<file path="src/hw/rtl/scs_pkg.sv">
// ----------------------------------------------------------------------------
// scs_pkg
// Shared types and constants of the stimulation cycle sequencer.
// ----------------------------------------------------------------------------
package scs_pkg;

	localparam int COUNTER_WIDTH_DEF = 16;
	localparam int CFG_W             = 16;
	localparam int CFG_IDX_W         = 3;
	localparam int PERIOD_W          = 18;
	localparam int RELAX_W           = 8;

	localparam logic [PERIOD_W-1:0] TEST_PERIOD_MS = PERIOD_W'(200);
	localparam logic [PERIOD_W-1:0] SHORT_RELAX_MS = PERIOD_W'(100);
	localparam logic [PERIOD_W-1:0] MS_PER_S       = PERIOD_W'(1000);

	// register indexes on the configuration port
	localparam logic [CFG_IDX_W-1:0] CFG_FRAME_PERIOD = 3'd0;
	localparam logic [CFG_IDX_W-1:0] CFG_RAMP_UP      = 3'd1;
	localparam logic [CFG_IDX_W-1:0] CFG_HOLD         = 3'd2;
	localparam logic [CFG_IDX_W-1:0] CFG_RAMP_DOWN    = 3'd3;
	localparam logic [CFG_IDX_W-1:0] CFG_RELAX        = 3'd4;
	localparam logic [CFG_IDX_W-1:0] CFG_CYCLES_BANK  = 3'd5;

	typedef enum logic [2:0] {
		MODE_OFF    = 3'd0,
		MODE_TEST   = 3'd1,
		MODE_UP     = 3'd2,
		MODE_HOLD   = 3'd3,
		MODE_DOWN   = 3'd4,
		MODE_RELAX  = 3'd5,
		MODE_CLIP   = 3'd6,
		MODE_CHARGE = 3'd7
	} mode_t;

	typedef enum logic [2:0] {
		CMD_TICK      = 3'd0,
		CMD_BEGIN     = 3'd1,
		CMD_TURN_OFF  = 3'd2,
		CMD_CLIP_OFF  = 3'd3,
		CMD_CLIP_ON   = 3'd4,
		CMD_CHG_ON    = 3'd5,
		CMD_CHG_OFF   = 3'd6,
		CMD_PWR_DIS   = 3'd7
	} cmd_t;

	typedef enum logic [2:0] {
		PCMD_NONE    = 3'd0,
		PCMD_UP      = 3'd1,
		PCMD_DOWN    = 3'd2,
		PCMD_SYNC    = 3'd3,
		PCMD_ZERO    = 3'd4,
		PCMD_ZERO_UP = 3'd5
	} pcmd_t;

	typedef struct packed {
		logic [CFG_W-1:0]   frame_period_ms;
		logic [CFG_W-1:0]   ramp_up_frames;
		logic [CFG_W-1:0]   hold_frames;
		logic [CFG_W-1:0]   ramp_down_frames;
		logic [RELAX_W-1:0] relax_seconds;
		logic [CFG_W-1:0]   cycles_per_bank;
	} cfg_t;

	typedef struct packed {
		mode_t               mode;
		pcmd_t               power_cmd;
		logic                high_voltage_on;
		logic                running;
		logic                tick_enable;
		logic [PERIOD_W-1:0] tick_period_ms;
		logic                burst_start;
		logic                descent_start;
		logic                bank;
	} result_t;

endpackage

</file>
<file path="src/hw/rtl/scs_cfg_regs.sv">
// ----------------------------------------------------------------------------
// scs_cfg_regs
// Configuration register file, written one register per beat.
// ----------------------------------------------------------------------------
module scs_cfg_regs (
	input  logic                          clk,
	input  logic                          arst_n,
	input  logic                          wr_valid,
	output logic                          wr_ready,
	input  logic [scs_pkg::CFG_IDX_W-1:0] wr_index,
	input  logic [scs_pkg::CFG_W-1:0]     wr_data,
	output scs_pkg::cfg_t                 cfg
);
	import scs_pkg::*;

	cfg_t cfg_q;

	assign wr_ready = 1'b1;
	assign cfg      = cfg_q;

	always_ff @(posedge clk or negedge arst_n) begin
		if (!arst_n) begin
			cfg_q.frame_period_ms  <= CFG_W'(100);
			cfg_q.ramp_up_frames   <= CFG_W'(10);
			cfg_q.hold_frames      <= CFG_W'(20);
			cfg_q.ramp_down_frames <= CFG_W'(10);
			cfg_q.relax_seconds    <= RELAX_W'(1);
			cfg_q.cycles_per_bank  <= '0;
		end else if (wr_valid) begin
			// indexes past the list are dropped
			case (wr_index)
				CFG_FRAME_PERIOD: cfg_q.frame_period_ms  <= wr_data;
				CFG_RAMP_UP:      cfg_q.ramp_up_frames   <= wr_data;
				CFG_HOLD:         cfg_q.hold_frames      <= wr_data;
				CFG_RAMP_DOWN:    cfg_q.ramp_down_frames <= wr_data;
				CFG_RELAX:        cfg_q.relax_seconds    <= wr_data[RELAX_W-1:0];
				CFG_CYCLES_BANK:  cfg_q.cycles_per_bank  <= wr_data;
				default: begin
				end
			endcase
		end
	end

endmodule

</file>
<file path="src/hw/rtl/scs_core.sv">
// ----------------------------------------------------------------------------
// scs_core
// Mode state machine, frame and cycle counters, and status word logic.
// ----------------------------------------------------------------------------
module scs_core #(
	parameter int COUNTER_WIDTH = scs_pkg::COUNTER_WIDTH_DEF
) (
	input  logic             clk,
	input  logic             arst_n,
	input  logic             step,
	input  scs_pkg::cmd_t    cmd,
	input  logic             wished,
	input  scs_pkg::cfg_t    cfg,
	output scs_pkg::result_t result
);
	import scs_pkg::*;

	localparam int CMP_W = (COUNTER_WIDTH > CFG_W) ? COUNTER_WIDTH : CFG_W;

	mode_t                    mode_q, mode_d;
	logic [COUNTER_WIDTH-1:0] frame_q, frame_d, cycle_q, cycle_d;
	logic                     off_pend_q, off_pend_d;
	logic                     hv_q, hv_d, run_q, run_d, tick_en_q, tick_en_d;
	logic [PERIOD_W-1:0]      period_q, period_d;
	logic                     bank_q, bank_d;
	pcmd_t                    pcmd;
	logic                     burst, desc;

	logic [COUNTER_WIDTH-1:0] frame_inc, cycle_inc;
	logic [CMP_W-1:0]         frame_inc_x, cycle_inc_x;
	logic                     in_cycle, tick_live, up_done, hold_done, down_done;
	logic [PERIOD_W-1:0]      frame_period, relax_period;

	assign frame_inc   = frame_q + COUNTER_WIDTH'(1);
	assign cycle_inc   = cycle_q + COUNTER_WIDTH'(1);
	assign frame_inc_x = CMP_W'(frame_inc);
	assign cycle_inc_x = CMP_W'(cycle_inc);

	assign in_cycle  = (mode_q == MODE_UP) || (mode_q == MODE_HOLD) ||
	                   (mode_q == MODE_DOWN) || (mode_q == MODE_RELAX);
	// ticks in off, clip off and charging are dropped
	assign tick_live = (cmd == CMD_TICK) && (in_cycle || (mode_q == MODE_TEST));

	assign up_done   = frame_inc_x >= CMP_W'(cfg.ramp_up_frames);
	assign hold_done = (cfg.hold_frames != '0) &&
	                   (frame_inc_x >= CMP_W'(cfg.hold_frames));
	assign down_done = frame_inc_x >= CMP_W'(cfg.ramp_down_frames);

	assign frame_period = PERIOD_W'(cfg.frame_period_ms);
	assign relax_period = (cfg.relax_seconds == '0) ? SHORT_RELAX_MS :
	                      PERIOD_W'(PERIOD_W'(cfg.relax_seconds) * MS_PER_S);

	// next mode
	always_comb begin
		mode_d = mode_q;
		case (cmd)
			CMD_TICK: begin
				if (tick_live) begin
					if (off_pend_q) begin
						mode_d = MODE_OFF;
					end else begin
						case (mode_q)
							MODE_TEST:  if (wished) mode_d = MODE_UP;
							MODE_UP:    if (up_done) mode_d = MODE_HOLD;
							MODE_HOLD:  if (hold_done) mode_d = MODE_DOWN;
							MODE_DOWN:  if (down_done) mode_d = MODE_RELAX;
							MODE_RELAX: mode_d = MODE_UP;
							default: begin
							end
						endcase
					end
				end
			end
			CMD_BEGIN:    if (mode_q == MODE_OFF) mode_d = MODE_TEST;
			CMD_CLIP_OFF: if (in_cycle || (mode_q == MODE_TEST)) mode_d = MODE_CLIP;
			CMD_CLIP_ON:  if (mode_q == MODE_CLIP) mode_d = MODE_TEST;
			CMD_CHG_ON:   if (mode_q != MODE_CHARGE) mode_d = MODE_CHARGE;
			CMD_CHG_OFF:  if (mode_q == MODE_CHARGE) mode_d = MODE_OFF;
			CMD_PWR_DIS:  if (in_cycle) mode_d = MODE_TEST;
			default: begin
			end
		endcase
	end

	// counters, flags and per-beat strobes
	always_comb begin
		frame_d    = frame_q;
		cycle_d    = cycle_q;
		off_pend_d = off_pend_q;
		hv_d       = hv_q;
		run_d      = run_q;
		tick_en_d  = tick_en_q;
		period_d   = period_q;
		bank_d     = bank_q;
		pcmd       = PCMD_NONE;
		burst      = 1'b0;
		desc       = 1'b0;
		case (cmd)
			CMD_TICK: begin
				if (tick_live) begin
					if (off_pend_q) begin
						hv_d       = 1'b0;
						run_d      = 1'b0;
						off_pend_d = 1'b0;
						tick_en_d  = 1'b0;
					end else begin
						case (mode_q)
							MODE_TEST: begin
								if (wished) begin
									hv_d     = 1'b1;
									run_d    = 1'b1;
									period_d = frame_period;
									frame_d  = '0;
									cycle_d  = '0;
									pcmd     = PCMD_ZERO_UP;
									burst    = 1'b1;
								end
							end
							MODE_UP: begin
								period_d = frame_period;
								burst    = 1'b1;
								if (up_done) begin
									frame_d = '0;
									pcmd    = PCMD_SYNC;
								end else begin
									frame_d = frame_inc;
									pcmd    = PCMD_UP;
								end
							end
							MODE_HOLD: begin
								period_d = frame_period;
								burst    = 1'b1;
								if (cfg.hold_frames != '0) frame_d = frame_inc;
								if (hold_done) begin
									frame_d = '0;
								end else begin
									pcmd = PCMD_SYNC;
								end
							end
							MODE_DOWN: begin
								frame_d = frame_inc;
								if (down_done) begin
									period_d = relax_period;
									pcmd     = PCMD_ZERO;
									desc     = 1'b1;
								end else begin
									period_d = frame_period;
									pcmd     = PCMD_DOWN;
									burst    = 1'b1;
								end
							end
							MODE_RELAX: begin
								// end of one full cycle, bank may flip
								if (cfg.cycles_per_bank != '0) begin
									if (cycle_inc_x >= CMP_W'(cfg.cycles_per_bank)) begin
										bank_d  = ~bank_q;
										cycle_d = '0;
									end else begin
										cycle_d = cycle_inc;
									end
								end
								period_d = frame_period;
								frame_d  = '0;
								pcmd     = PCMD_UP;
								burst    = 1'b1;
							end
							default: begin
							end
						endcase
					end
				end
			end
			CMD_BEGIN: begin
				if (mode_q == MODE_OFF) begin
					period_d  = TEST_PERIOD_MS;
					tick_en_d = 1'b1;
				end
			end
			CMD_TURN_OFF: off_pend_d = 1'b1;
			CMD_CLIP_OFF: begin
				if (in_cycle || (mode_q == MODE_TEST)) begin
					hv_d       = 1'b0;
					run_d      = 1'b0;
					off_pend_d = 1'b0;
					tick_en_d  = 1'b0;
				end
			end
			CMD_CLIP_ON: begin
				if (mode_q == MODE_CLIP) begin
					period_d  = TEST_PERIOD_MS;
					tick_en_d = 1'b1;
				end
			end
			CMD_CHG_ON: begin
				if (mode_q != MODE_CHARGE) begin
					hv_d       = 1'b0;
					run_d      = 1'b0;
					off_pend_d = 1'b0;
					tick_en_d  = 1'b0;
				end
			end
			CMD_PWR_DIS: begin
				if (in_cycle) begin
					period_d  = TEST_PERIOD_MS;
					tick_en_d = 1'b1;
				end
			end
			default: begin
			end
		endcase
	end

	always_ff @(posedge clk or negedge arst_n) begin
		if (!arst_n) begin
			mode_q     <= MODE_OFF;
			frame_q    <= '0;
			cycle_q    <= '0;
			off_pend_q <= 1'b0;
			hv_q       <= 1'b0;
			run_q      <= 1'b0;
			tick_en_q  <= 1'b0;
			period_q   <= '0;
			bank_q     <= 1'b0;
		end else if (step) begin
			mode_q     <= mode_d;
			frame_q    <= frame_d;
			cycle_q    <= cycle_d;
			off_pend_q <= off_pend_d;
			hv_q       <= hv_d;
			run_q      <= run_d;
			tick_en_q  <= tick_en_d;
			period_q   <= period_d;
			bank_q     <= bank_d;
		end
	end

	always_comb begin
		result.mode            = mode_d;
		result.power_cmd       = pcmd;
		result.high_voltage_on = hv_d;
		result.running         = run_d;
		result.tick_enable     = tick_en_d;
		result.tick_period_ms  = period_d;
		result.burst_start     = burst;
		result.descent_start   = desc;
		result.bank            = bank_d;
	end

endmodule

</file>
<file path="src/hw/rtl/scs_skid.sv">
// ----------------------------------------------------------------------------
// scs_skid
// Output register with one skid entry between core and result channel.
// ----------------------------------------------------------------------------
module scs_skid (
	input  logic             clk,
	input  logic             arst_n,
	input  logic             in_valid,
	output logic             in_ready,
	input  scs_pkg::result_t in_data,
	output logic             out_valid,
	input  logic             out_ready,
	output scs_pkg::result_t out_data
);
	import scs_pkg::*;

	logic    out_valid_q, skid_valid_q;
	result_t out_data_q, skid_data_q;
	logic    in_fire, out_free;

	assign in_ready  = !skid_valid_q;
	assign in_fire   = in_valid && !skid_valid_q;
	assign out_free  = !out_valid_q || out_ready;
	assign out_valid = out_valid_q;
	assign out_data  = out_data_q;

	always_ff @(posedge clk or negedge arst_n) begin
		if (!arst_n) begin
			out_valid_q  <= 1'b0;
			skid_valid_q <= 1'b0;
		end else if (out_free) begin
			if (skid_valid_q) begin
				out_valid_q  <= 1'b1;
				skid_valid_q <= 1'b0;
			end else begin
				out_valid_q <= in_fire;
			end
		end else if (in_fire) begin
			skid_valid_q <= 1'b1;
		end
	end

	always_ff @(posedge clk) begin
		if (out_free) begin
			if (skid_valid_q) begin
				out_data_q <= skid_data_q;
			end else if (in_fire) begin
				out_data_q <= in_data;
			end
		end else if (in_fire) begin
			skid_data_q <= in_data;
		end
	end

endmodule

</file>
<file path="src/hw/rtl/stimulation_cycle_sequencer.sv">
// ----------------------------------------------------------------------------
// stimulation_cycle_sequencer
// Event driven sequencer of the stimulation cycle: one status word per event.
// ----------------------------------------------------------------------------
// Usage:
//   Events enter on the s_ stream: s_tuser carries the command, s_tdata[0]
//   the wished-power flag. Each accepted beat yields exactly one status beat
//   on the m_ stream, in order.
//   A beat's status is registered in the output register, or in the skid entry
//   while the output stalls. Throughput is one event per cycle while m_tready is
//   high; the mode and counter update is one registered pass through the core logic.
//   If m_tready is held low, one more event is taken into the skid entry,
//   after which s_tready drops until the output drains.
//   Configuration writes on cfg_ are always ready and must be issued only
//   while no event is in flight.
//   After arst_n the mode is off, counters, flags, tick period and bank are
//   zero, and the registers hold their defaults (period 100 ms, ramp up 10,
//   hold 20, ramp down 10 frames, relax 1 s, no bank toggling).
// ----------------------------------------------------------------------------
module stimulation_cycle_sequencer #(
	parameter int COUNTER_WIDTH = scs_pkg::COUNTER_WIDTH_DEF
) (
	input  logic                          clk,
	input  logic                          arst_n,
	input  logic                          s_tvalid,
	output logic                          s_tready,
	input  logic [7:0]                    s_tdata,   // wished_power_nonzero, zero fill
	input  logic [2:0]                    s_tuser,   // cmd
	output logic                          m_tvalid,
	input  logic                          m_tready,
	// mode, power_cmd, high_voltage_on, running, tick_enable, tick_period_ms,
	// burst_start, descent_start, bank, zero fill
	output logic [31:0]                   m_tdata,
	input  logic                          cfg_valid,
	output logic                          cfg_ready,
	input  logic [scs_pkg::CFG_IDX_W-1:0] cfg_index,
	input  logic [scs_pkg::CFG_W-1:0]     cfg_data
);
	import scs_pkg::*;

	cfg_t    cfg;
	result_t core_res, out_res;
	logic    s_fire;

	assign s_fire = s_tvalid && s_tready;

	scs_cfg_regs u_cfg (
		.clk      (clk),
		.arst_n   (arst_n),
		.wr_valid (cfg_valid),
		.wr_ready (cfg_ready),
		.wr_index (cfg_index),
		.wr_data  (cfg_data),
		.cfg      (cfg)
	);

	scs_core #(
		.COUNTER_WIDTH (COUNTER_WIDTH)
	) u_core (
		.clk    (clk),
		.arst_n (arst_n),
		.step   (s_fire),
		.cmd    (cmd_t'(s_tuser)),
		.wished (s_tdata[0]),
		.cfg    (cfg),
		.result (core_res)
	);

	scs_skid u_skid (
		.clk       (clk),
		.arst_n    (arst_n),
		.in_valid  (s_tvalid),
		.in_ready  (s_tready),
		.in_data   (core_res),
		.out_valid (m_tvalid),
		.out_ready (m_tready),
		.out_data  (out_res)
	);

	assign m_tdata = {2'b00, out_res.bank, out_res.descent_start, out_res.burst_start,
	                  out_res.tick_period_ms, out_res.tick_enable, out_res.running,
	                  out_res.high_voltage_on, out_res.power_cmd, out_res.mode};

`ifndef SYNTH
	// a stalled input means the skid entry is full behind a waiting beat
	a_stall_has_output: assert property (@(posedge clk) disable iff (!arst_n)
		!s_tready |-> m_tvalid)
		else $error("input stalled with no pending output beat");

	a_burst_desc_excl: assert property (@(posedge clk) disable iff (!arst_n)
		m_tvalid |-> !(m_tdata[27] && m_tdata[28]))
		else $error("burst and descent start in one beat");

	a_running_needs_hv: assert property (@(posedge clk) disable iff (!arst_n)
		(m_tvalid && m_tdata[7]) |-> m_tdata[6])
		else $error("running without high voltage");

	a_active_tick_en: assert property (@(posedge clk) disable iff (!arst_n)
		(m_tvalid && ((m_tdata[2:0] == MODE_TEST) || (m_tdata[2:0] == MODE_UP) ||
		              (m_tdata[2:0] == MODE_HOLD) || (m_tdata[2:0] == MODE_DOWN) ||
		              (m_tdata[2:0] == MODE_RELAX))) |-> m_tdata[8])
		else $error("active mode with tick timer disabled");
`endif

endmodule
</file>
<file path="config.mk">
export PLATFORM = sky130hd
export DESIGN_NAME = stimulation_cycle_sequencer
export DESIGN_NICKNAME = d
export VERILOG_FILES = /design/src/hw/rtl/scs_pkg.sv /design/src/hw/rtl/scs_cfg_regs.sv /design/src/hw/rtl/scs_core.sv /design/src/hw/rtl/scs_skid.sv /design/src/hw/rtl/stimulation_cycle_sequencer.sv
export SDC_FILE = /design/constraint.sdc
export NUM_CORES = 1
export LEC_CHECK = 0
export BUFFER_PORTS_ARGS = -buffer_cell sky130_fd_sc_hd__buf_4
export CAP_MARGIN = 10
export CORE_ASPECT_RATIO = 1.5
export CORE_MARGIN = 2
export CORE_UTILIZATION = 67
export CTS_CLUSTER_SIZE = 14
export DETAILED_ROUTE_END_ITERATION = 8
export PLACE_DENSITY_LB_ADDON = 0.12
export SKIP_LAST_GASP = 1
export SYNTH_ARGS = -nofsm -noshare
export SYNTH_HDL_FRONTEND = slang
export SYNTH_SLANG_ARGS = --single-unit
</file>
<file path="constraint.sdc">
create_clock -name clk -period 9.75 [get_ports clk]
set_input_delay 0.4875 -clock clk [delete_from_list [all_inputs] [get_ports clk]]
set_output_delay 0.4875 -clock clk [all_outputs]
set_load 0.02 [all_outputs]
</file>
# Yosys cells after proc, flatten, opt, wreduce, memory -nomap -nowiden
# Cells that the tools add are included.
[word_totals] input_bits=35 regBits=208
[op_classes] n_eq_ne=26 magnitude_cmp=4 mul=1 mux=88 reduce_logical=33 add_sub_neg=2 bitwise=3
[op_table] cell="$mux W18" n=8
[op_table] cell="$mux W16" n=6
[op_table] cell="$pmux W16 S5" n=1
[op_table] cell="$pmux W18 S4" n=1
[op_table] cell="$ge A16 B16 Y1" n=4
[op_table] cell="$mux W30" n=2
[op_table] cell="$pmux W18 S3" n=1
[op_table] cell="$mux W3" n=17
[op_table] cell="$mux W1" n=41
[op_table] cell="$add A16 B1 Y16 const B" n=2
[op_table] cell="$pmux W16 S2" n=1
[op_table] cell="$reduce_bool A16 Y1" n=2
[op_table] cell="$eq A3 B3 Y1 const B" n=10
[op_table] cell="$pmux W3 S5" n=2
[op_table] cell="$pmux W3 S7" n=1
[op_table] cell="$eq A3 B2 Y1 const B" n=6
[op_table] cell="$reduce_and A2 Y1" n=8
[op_table] cell="$mul A8 B7 Y15 const B" n=1
[op_table] cell="$reduce_and A7 Y1" n=2
[op_table] cell="$eq A3 B1 Y1 const B" n=3
[op_table] cell="$logic_not A3 Y1" n=3
[op_table] cell="$pmux W1 S3" n=3
[op_table] cell="$logic_not A8 Y1" n=1
[op_table] cell="$ne A2 B1 Y1 const B" n=3
[op_table] cell="other kinds (15)" n=28

# Longest topological paths before layout
[logic_depth] ltp_word=10 ltp_mapped=19 depth_no_buf=18

# Hierarchy
# Synthesis repeated with hierarchy kept, for this count alone.
[hier_totals] cells_unflattened=1199 area_unflattened_um2=13222.7
[by_module_without_submodules] mod="scs_core" area_per_inst_um2=7408.4 cells_per_inst=899 n_inst=1 seq_area_each_um2=1451.4
[by_module_without_submodules] mod="scs_cfg_regs" area_per_inst_um2=3388.2 cells_per_inst=193 n_inst=1 seq_area_each_um2=2214.6
[by_module_without_submodules] mod="scs_skid" area_per_inst_um2=2401.1 cells_per_inst=103 n_inst=1 seq_area_each_um2=1851.8
[by_module_without_submodules] mod="stimulation_cycle_sequencer" area_per_inst_um2=25.0 cells_per_inst=4 n_inst=1 seq_area_each_um2=0.0

# Least setup slack after synthesis
# No wires, ideal clock.
[synth_path] path_type="register to register" start="register u_cfg.cfg_q, in the netlist u_cfg.cfg[16]" end="register u_skid.out_data_q, in the netlist u_skid.out_data[18] (data pin)" setup_slack_ns=5.167 n_path_buf=0 arrival_time_ns=4.323 required_ns=9.490 stages_incl_launch_ff=17 cell_sequence="dfstp_2 -> fa_1 -> xor2_1 -> ha_1 -> fa_1 -> inv_1 -> fa_1 -> inv_1 -> ha_1 -> o21ai_0 -> o21bai_1 -> o41ai_2 -> o21ai_0 -> xor2_1 -> a221o_1 -> o221a_2 -> mux2_2"
[synth_rtl] item="start: declaration" line_no="scs_cfg_regs.sv:16" text="cfg_t cfg_q;"
[synth_rtl] item="end signal: assignment" line_no="scs_skid.sv:46" text="out_data_q <= skid_data_q;"
[synth_rtl] item="end signal: assignment" line_no="scs_skid.sv:48" text="out_data_q <= in_data;"
[synth_rtl] item="end: declaration" line_no="scs_skid.sv:18" text="result_t out_data_q, skid_data_q;"

==> results_dict.tcl <==
set metrics [dict create \
    worst_slew_pin_slew_ns 1.04 \
    antenna_found_initial 0 \
    peakVddDrop_mv 0.187 \
    postLayoutCellArea_sq_um 14000 \
    mostFrequentLayoutCells "nand2_1, dfrtp_1, inv_1" \
    antenna_left 0 \
    coreArea_sq_um 18500 \
    nFillCells 1365 \
    drive_above_1_share_pct 16.2 \
    syn-instance-count 1249 \
    clk_path_buf_depth 3 \
    instances_no_fill 1563 \
    synthAdderAreaFrac_pct 14.1 \
    synth_seq_cells 208 \
    vias 9353 \
    num_io_pins 70 \
    synth_area_sq_um 12600 \
    leakage_nw 6.33 \
    place_inst 1526 \
    hold_path_class "input pin to asynchronous set/reset pin" \
    rr_startpoint "u_core.frame_q[2]" \
    violations "negative hold slack" \
    cp_max_fo 11 \
    cts_setup_buffers 0 \
    layout_worst_path_cycle_share_pct 55.3 \
    required_ns 10.12 \
    fmax_mhz 185 \
    synthMuxAreaShare_pct 6.44 \
    synth_warnings 0 \
    std_cell_rows 61 \
    setup_viol 0 \
    ctsHtreeMaxLevel 1 \
    drt_wl_total_mm 28.2 \
    timing.hold.ws_ns -0.0174 \
    die_w_um 116 \
    fp.dieH_um 172 \
    drtIter0Drc 711 \
    cts_buffers 21 \
    grt_pass1_vias 9228 \
    arrival_ns 5.77 \
    grt_setup_unrepaired "no" \
    clock_latency_ns 0.50 \
    fin_crit_ns 5.39 \
    synth_compound_area_share_pct 14.9 \
    fin_setup_tns_ns 0 \
    relSlewSlack_pct 30.6 \
    cp-start-kind "register" \
    clk_pin_slew_ns 0.06 \
    cts-root-buf "clkbuf_16" \
    area_growth_pct 10.9 \
    overflow 0 \
    vias_per_cell 5.98 \
    synth_xor_area_share_pct 2.50 \
    power_density_nw_per_um2 260 \
    outcome "finished, violations left" \
    start_util_pct 68.2 \
    cts_resized 0 \
    fin_skew_ns 0.0118 \
    ys_seq_area_share_pct 43.8 \
    synth_top_family_by_area "compound AO/OA/AOI/OAI gates" \
    grt_usage_pct 29.7 \
    diodes 0 \
    final_nets 1461 \
    final_common_cell "nand2_1" \
    wl_per_cell_um 18.1 \
    dpl_cell_area_sq_um 13300 \
    remaining_drc_errors 0 \
    gp_congestion 0.875 \
    synth-edff-count 60 \
    synth_ff_type "dfrtp_1" \
    report.final.slew_viol_count 0 \
    synthArstFlopShare_pct 71.2 \
    cp-end-kind "register" \
    ys_types 76 \
    worstRegToRegCells 15 \
    die_area_sq_um 19900 \
    io_buffer_count 59 \
    hold_viol 32 \
    tritoncts "yes" \
    first_pass_iters 5 \
    grt_pass1_wl_mm 46.4 \
    yosys.area_share.simple_pct 13.0 \
    rrSetupSlack_ns 4.36 \
    crit_type "register to register" \
    cts.sinks 208 \
    ctsHoldBuffers 0 \
    grt_max_degree 84 \
    timing.rr.end "u_skid.out_data[11]" \
    hpwl_mm 21.0 \
    cap_violations 0 \
    syn_avg_cell_area_sq_um 10.1 \
]
synth_stat cells, types with 7 or more instances:
| library cell | number | area (sq um) |
|---|---|---|
| or3_1 | 7 | 43.8 |
| fa_1 | 21 | 420 |
| edfxtp_1 | 60 | 1800 |
| o21ai_1 | 8 | 40.0 |
| o2bb2ai_1 | 13 | 114 |
| inv_1 | 118 | 443 |
| nand2b_1 | 22 | 138 |
| nor2b_1 | 8 | 50.1 |
| nor4_1 | 13 | 81.3 |
| nand4_1 | 13 | 81.3 |
| a22oi_1 | 7 | 52.6 |
| nor3_1 | 13 | 65.1 |
| nand2_1 | 150 | 563 |
| ha_1 | 108 | 1350 |
| clkbuf_1 | 36 | 135 |
| nor2_1 | 68 | 255 |
| dfrtp_1 | 138 | 3450 |
| nand3_1 | 17 | 85.1 |
| and3_1 | 8 | 50.1 |
| a21oi_1 | 56 | 280 |
| o21ai_0 | 95 | 475 |
| dfstp_2 | 10 | 263 |
| xnor2_1 | 23 | 201 |
| buf_2 | 7 | 35.0 |
| a221o_1 | 7 | 70.1 |
| mux2_2 | 72 | 811 |
| xor2_1 | 13 | 114 |
| a21o_1 | 25 | 188 |
kinds of logic after synthesis:
kind of cell,Yosys count
compound gates,288
xor+xnor,36
fa+ha+maj,129
buf+inv,166
flops,208
mux,72
other cells,2
simple gates,348
per-layer routing:
layer / part of all wire [%] / GRT usage [%]
met5: 0 / 0
met3: 4.5 / 3.36
met1: 39 / 36.4
met4: 3.9 / 12.7
met2: 52 / 52.7
flip-flops by register name, summed over array words and instances (netlist names), 3 cells and up:
name,count
u_cfg.cfg,88
u_core.cycle_q,16
u_core.frame_q,16
u_core.mode_q,3
u_core.period_q,18
u_skid.out_data,30
u_skid.skid_data_q,30
layout make-up:
| type | instances | area, sq um | area share, % |
|---|---|---|---|
| tap | 252 | 315 | 2.26 |
| sequential | 208 | 5520 | 39.5 |
| multi-input combinational | 876 | 6450 | 46.2 |
| inverter | 118 | 443 | 3.17 |
| timing repair buffer | 72 | 544 | 3.90 |
| clock buffer | 26 | 566 | 4.05 |
| clock inverter | 11 | 135 | 0.967 |
worst max-delay path by stage:
stage                            from             endpoint  slack (ns)  cells past startpoint
floorplan               u_cfg.cfg[16]  u_skid.out_data[18]        5.17                     16
global placement    u_core.frame_q[2]  u_skid.out_data[11]        4.52                     15
detailed placement  u_core.frame_q[2]   u_skid.out_data[7]        4.51                     15
CTS                 u_core.frame_q[2]   u_skid.out_data[7]        4.47                     15
global route        u_core.frame_q[2]  u_skid.out_data[11]        4.01                     15
finish              u_core.frame_q[2]  u_skid.out_data[11]        4.36                     15
worst max-delay path: stages, from the launching register on:
cell      delay (ns)
dfrtp_1         0.43
nand3_1         0.22
nor3_1          0.42
and3_1          0.27
nand3_1         0.20
nor2_1          0.17
and3_1          0.25
xor2_1          0.35
ha_1            0.22
nand4_1         0.23
a2111o_1        0.57
and2_4          0.23
a211oi_2        0.71
a222oi_1        0.23
o21ai_0         0.51
mux2_2          0.25
power breakdown:
group / switching (mW) / leakage [nW] / internal (mW) / total, mW
clock network: 0.333 / 0.342 / 0.492 / 0.826
registers: 0.125 / 2.39 / 1.04 / 1.17
logic: 0.950 / 3.60 / 0.696 / 1.65
total: 1.41 / 6.33 / 2.23 / 3.64
metrics by stage:
stage / util, % / power (mW) / setup slack, ns
5_1_grt: 75.6 / 3.91 / 4.01
6_report: 75.6 / 3.64 / 4.36
3_5_place_dp: 71.8 / 2.82 / 4.51
3_3_place_gp: 71.8 / 2.76 / 4.52
2_1_floorplan: - / 2.37 / 5.17
4_1_cts: 75.6 / 3.65 / 4.47
Power figures use the tool's default switching activity.
